`src/rtl/core/vam_div.sv`:
```
// vam_div: pipelined restoring divider, one quotient bit per stage, with a side payload
// no package dependencies; caller supplies a partial remainder below the divisor
`default_nettype none

module vam_div #(
    parameter int DW = 32,
    parameter int QW = 15,
    parameter int PW = 1
) (
    input  logic          i_clk,
    input  logic          i_en,
    input  logic [DW-1:0] i_rem,
    input  logic [QW-1:0] i_lo,
    input  logic [DW-1:0] i_den,
    input  logic [PW-1:0] i_pass,
    output logic [QW-1:0] o_quo,
    output logic [PW-1:0] o_pass
);

    logic [DW-1:0] r_rem  [QW];
    logic [QW-1:0] r_lo   [QW];
    logic [QW-1:0] r_quo  [QW];
    logic [DW-1:0] r_den  [QW];
    logic [PW-1:0] r_pass [QW];

    for (genvar k = 0; k < QW; k++) begin : g_stg
        logic [DW-1:0] p_rem;
        logic [QW-1:0] p_lo;
        logic [QW-1:0] p_quo;
        logic [DW-1:0] p_den;
        logic [PW-1:0] p_pass;
        logic [DW:0]   cat;
        logic [DW:0]   diff;
        logic [DW-1:0] n_rem;
        logic [QW-1:0] n_quo;

        if (k == 0) begin : g_first
            assign p_rem  = i_rem;
            assign p_lo   = i_lo;
            assign p_quo  = '0;
            assign p_den  = i_den;
            assign p_pass = i_pass;
        end else begin : g_next
            assign p_rem  = r_rem[k-1];
            assign p_lo   = r_lo[k-1];
            assign p_quo  = r_quo[k-1];
            assign p_den  = r_den[k-1];
            assign p_pass = r_pass[k-1];
        end

        always_comb begin
            cat  = {p_rem, p_lo[QW-1]};
            diff = cat - {1'b0, p_den};
            if (cat >= {1'b0, p_den}) begin
                n_rem = diff[DW-1:0];
                n_quo = {p_quo[QW-2:0], 1'b1};
            end else begin
                n_rem = cat[DW-1:0];
                n_quo = {p_quo[QW-2:0], 1'b0};
            end
        end

        always_ff @(posedge i_clk) begin
            if (i_en) begin
                r_rem[k]  <= n_rem;
                r_lo[k]   <= {p_lo[QW-2:0], 1'b0};
                r_quo[k]  <= n_quo;
                r_den[k]  <= p_den;
                r_pass[k] <= p_pass;
            end
        end
    end

    assign o_quo  = r_quo[QW-1];
    assign o_pass = r_pass[QW-1];

endmodule

`default_nettype wire

```
`config.mk`:
```
export PLATFORM = sky130hd
export DESIGN_NAME = vam_div
export DESIGN_NICKNAME = d
export VERILOG_FILES = /design/src/rtl/core/vam_div.sv
export SDC_FILE = /design/constraint.sdc
export NUM_CORES = 2
export LEC_CHECK = 0
export ABC_AREA = 0
export ABC_CLOCK_PERIOD_IN_PS = 4600
export BUFFER_PORTS_ARGS = -buffer_cell sky130_fd_sc_hd__clkbuf_2
export CAP_MARGIN = 20
export CORE_MARGIN = 1.5
export CORE_UTILIZATION = 56
export DETAILED_ROUTE_END_ITERATION = 16
export PLACE_DENSITY = 0.72
export SYNTH_ARGS = -nofsm -noshare
export SYNTH_HDL_FRONTEND = slang
export SYNTH_SLANG_ARGS = --single-unit
```
`constraint.sdc`:
```
create_clock -name i_clk -period 4.6 [get_ports i_clk]
set_input_delay 0.92 -clock i_clk [delete_from_list [all_inputs] [get_ports i_clk]]
set_output_delay 0.92 -clock i_clk [all_outputs]
set_load 0.05 [all_outputs]
```
==> flow_metrics.env <==
export IMPL_status="complete, no violations"
export IMPL_antenna_left=0
export IMPL_combinationalPowerShare=0.486
export IMPL_fin_tns_setup_ns=0
export IMPL_ys_seq_area_frac=0.520
export IMPL_antenna_found_initial=3
export IMPL_io_pins=98
export IMPL_pwr_share_clk=0.191
export IMPL_min_to="r_lo[0][4]"
export IMPL_route_detailed_drc=0
export IMPL_ys_top_cells_by_area="edfxtp_1 (52%), ha_1 (9.1%), a21oi_1 (3.7%)"
export IMPL_grt_pass1_wl_mm=242
export IMPL_p_switching_mw=19.6
export IMPL_via_per_inst=5.87
export IMPL_drive_above_1_share=0.104
export IMPL_fin_worst_skew_ns=0.0298
export IMPL_hold_path_depth=1
export IMPL_drv_cap=0
export IMPL_tightest_slew_ns=0.886
export IMPL_powerDensity_nw_per_um2=714
export IMPL_synth_top_area_frac=0.520
export IMPL_swShare=0.379
export IMPL_gp_congestion=0.974
export IMPL_initial_core_util=0.565
export IMPL_fp_dieW_um=345
export IMPL_worstPathArrival_ns=4.58
export IMPL_relSlewSlack=0.409
export IMPL_avgSynthCellArea_um2=11.1
export IMPL_final_cells=7692
export IMPL_holdBufCountCts=0
export IMPL_finalWirelength_mm=155
export IMPL_nNetsFinal=6638
export IMPL_yosys_warnings=0
export IMPL_min_path_type="input pin to flip-flop"
export IMPL_dp_cells=7463
export IMPL_hp_start="i_lo[4]"
export IMPL_internal_power_mw=32.2
export IMPL_netlist_area_um2=65700
export IMPL_clock_latency_ns=0.74
export IMPL_r2r_start="r_rem[0][193]"
export IMPL_postCtsSetupRepairBufs=0
export IMPL_cp_required_ns=5.12
export IMPL_fillers=9257
export IMPL_ys_flop_type="edfxtp_1"
export IMPL_period_needed_ns=4.06
export IMPL_timing_final_max_slew_violations=0
export IMPL_crit_path_max_fanout=5
export IMPL_worst_setup_path_type="flip-flop to flip-flop"
export IMPL_reg2regPathDepth=10
export IMPL_r2r_end="r_rem[0][252]"
export IMPL_yosysMostFrequentCell="edfxtp_1"
export IMPL_placementRows=125
export IMPL_fmax_mhz=246
export IMPL_yosysTopAreaCell="edfxtp_1"
export IMPL_synth_nets=6500
export IMPL_p_seq_frac=0.323
export IMPL_ctsHtreeMaxLevel=3
export IMPL_grt_overflow_total=0
export IMPL_critPathCaptureType="flip-flop"
export IMPL_drtIter0Drc=2156
export IMPL_critPathLaunchType="flip-flop"
export IMPL_reg2reg_slack_ns=0.54
export IMPL_areaGrowthSynthToFinish_pct=10.5
export IMPL_yosys_register_bits=1136
export IMPL_dp_final_hpwl_mm=120
export IMPL_ys_types=83
export IMPL_port_buffers=97
export IMPL_cts_root_buf="clkbuf_16"
export IMPL_grt_pass1_vias=46500
export IMPL_cts_buffer_depth=3
export IMPL_vias=45100
export IMPL_cts_repair_resized=0
export IMPL_power_leakage_nw=29.7
export IMPL_cts_tree="yes"
export IMPL_synth_edf_count=1136
export IMPL_grt_total_usage=0.258
export IMPL_grt_max_degree=97
export IMPL_cts_sinks=1136
export IMPL_netlist_instances=5924
export IMPL_async_flop_share=0
export IMPL_die_h_um=345
export IMPL_final_hold_violation_count=0
export IMPL_die_area_um2=119000
export IMPL_min_period_over_period=0.883
export IMPL_cts_buffers_inserted=120
export IMPL_synth_common_cells="edfxtp_1 (1136), inv_1 (606), a21oi_1 (488), ha_1 (480), nand2_1 (393)"
export IMPL_wire_per_inst_um=20.1
export IMPL_vdd_ir_drop_max_mv=0.398
export IMPL_clk_pin_slew_worst_paths_ns=0.06
export IMPL_core_area_um2=116000
export IMPL_grt_setup_unrepaired="false"
export IMPL_setup_violations_final=0
export IMPL_dr_pass1_iters=6
-- registers in the layout (all words and copies together) (netlist names) --
| name | count |
|---|---|
| r_pass | 15 |
| r_rem | 448 |
| r_den | 448 |
| r_quo | 120 |
| r_lo | 105 |
-- power groups by stage --
stage	logic, mW	clock network, mW	registers [mW]
after floorplan	18.5	0	16.4
after global placement	24.5	0	16.9
after detailed placement	24.8	0	16.9
after CTS	25.0	10.1	16.7
after global routing	27.6	10.5	17.0
final	25.2	9.88	16.7
-- layout make-up --
class	instances	area, um2	share of cell area
Clock inverter	90	981	0.0135
Antenna cell	2	5.00	0.0000690
Clock buffer	136	3060	0.0422
Timing Repair Buffer	198	1570	0.0217
Tap cell	1524	1910	0.0263
Inverter	609	2290	0.0315
Multi-Input combinational cell	3997	28600	0.395
Sequential cell	1136	34100	0.470
-- critical path, cell delays in order (launching register included) --
cell,delay (ns)
edfxtp_1,0.41
ha_1,0.38
nor2b_1,0.17
o2111a_1,0.23
a211oi_1,0.47
a31oi_1,0.32
o21ai_0,0.59
nand4b_1,0.37
a31oi_1,0.42
nor2_1,0.10
o41ai_1,0.39
-- per-layer routing --
| layer | track usage | up-vias | wire [um] |
|---|---|---|---|
| li1 | - | 22100 | - |
| met3 | 0.0269 | 497 | 4750 |
| met2 | 0.523 | 1204 | 87500 |
| met5 | 0 | - | 0 |
| met1 | 0.236 | 21300 | 51700 |
| met4 | 0.176 | 0 | 10900 |
-- logic make-up (layout without fill, tap and decap cells) --
family                   count (synthesis)  in the layout  synth area share
other                                    0              2                 0
flip-flops                            1136           1136             0.520
XOR/XNOR                               370            370            0.0494
multiplexers                           264            264            0.0449
AO/OA/AOI/OAI                         1582           1582             0.152
adder cells (fa/ha/maj)                494            494            0.0957
buffers and inverters                  791           1033            0.0461
AND/OR/NAND/NOR                       1287           1287            0.0929
-- worst max-delay path by stage --
stage                   from            end  slack (ns)
2_1_floorplan      i_den[10]    r_rem[0][1]        1.11
3_3_place_gp        i_den[1]   r_rem[0][31]        0.51
3_5_place_dp        i_den[1]   r_rem[0][31]        0.48
4_1_cts          r_lo[1][41]  r_rem[1][102]        0.61
5_1_grt        r_rem[1][107]  r_rem[1][131]        0.38
6_report       r_rem[0][193]  r_rem[0][252]        0.54
-- cell usage in the layout, fill, tap and decap left out, types with 42 or more instances in the layout --
master     synthesis  routed
nor2_1           325     325
a21o_1           217     217
clkbuf_16          0     120
xor2_1           148     148
xnor2_1          222     222
edfxtp_1        1136    1136
nor2b_1           63      63
and3_1            53      53
o21bai_1          56      56
nand3_1          114     114
a31oi_1           64      63
a211oi_1          42      42
nand4_1          105     105
buf_4              0      76
o21a_1            85      85
mux2_2           214     214
inv_1            606     606
a21oi_1          488     484
nor3_1            69      69
clkbuf_2           0      96
nand2b_1          50      50
o21ai_0          342     342
nand2_1          393     393
ha_1             480     480
-- through the flow --
stage / hold slack, ns / setup WS [ns] / instance area [um2] / util / total power, mW
after detailed placement: 0.405 / 0.477 / 68500 / 0.589 / 41.7
after CTS: 0.296 / 0.614 / 72500 / 0.624 / 51.8
after global routing: 0.310 / 0.376 / 72600 / 0.624 / 55.1
final: 0.352 / 0.537 / 72600 / 0.624 / 51.8
after floorplan: 0.400 / 1.11 / 65700 / - / 34.9
after global placement: 0.400 / 0.512 / 68500 / 0.589 / 41.3
(Power assumes the default switching activity.)
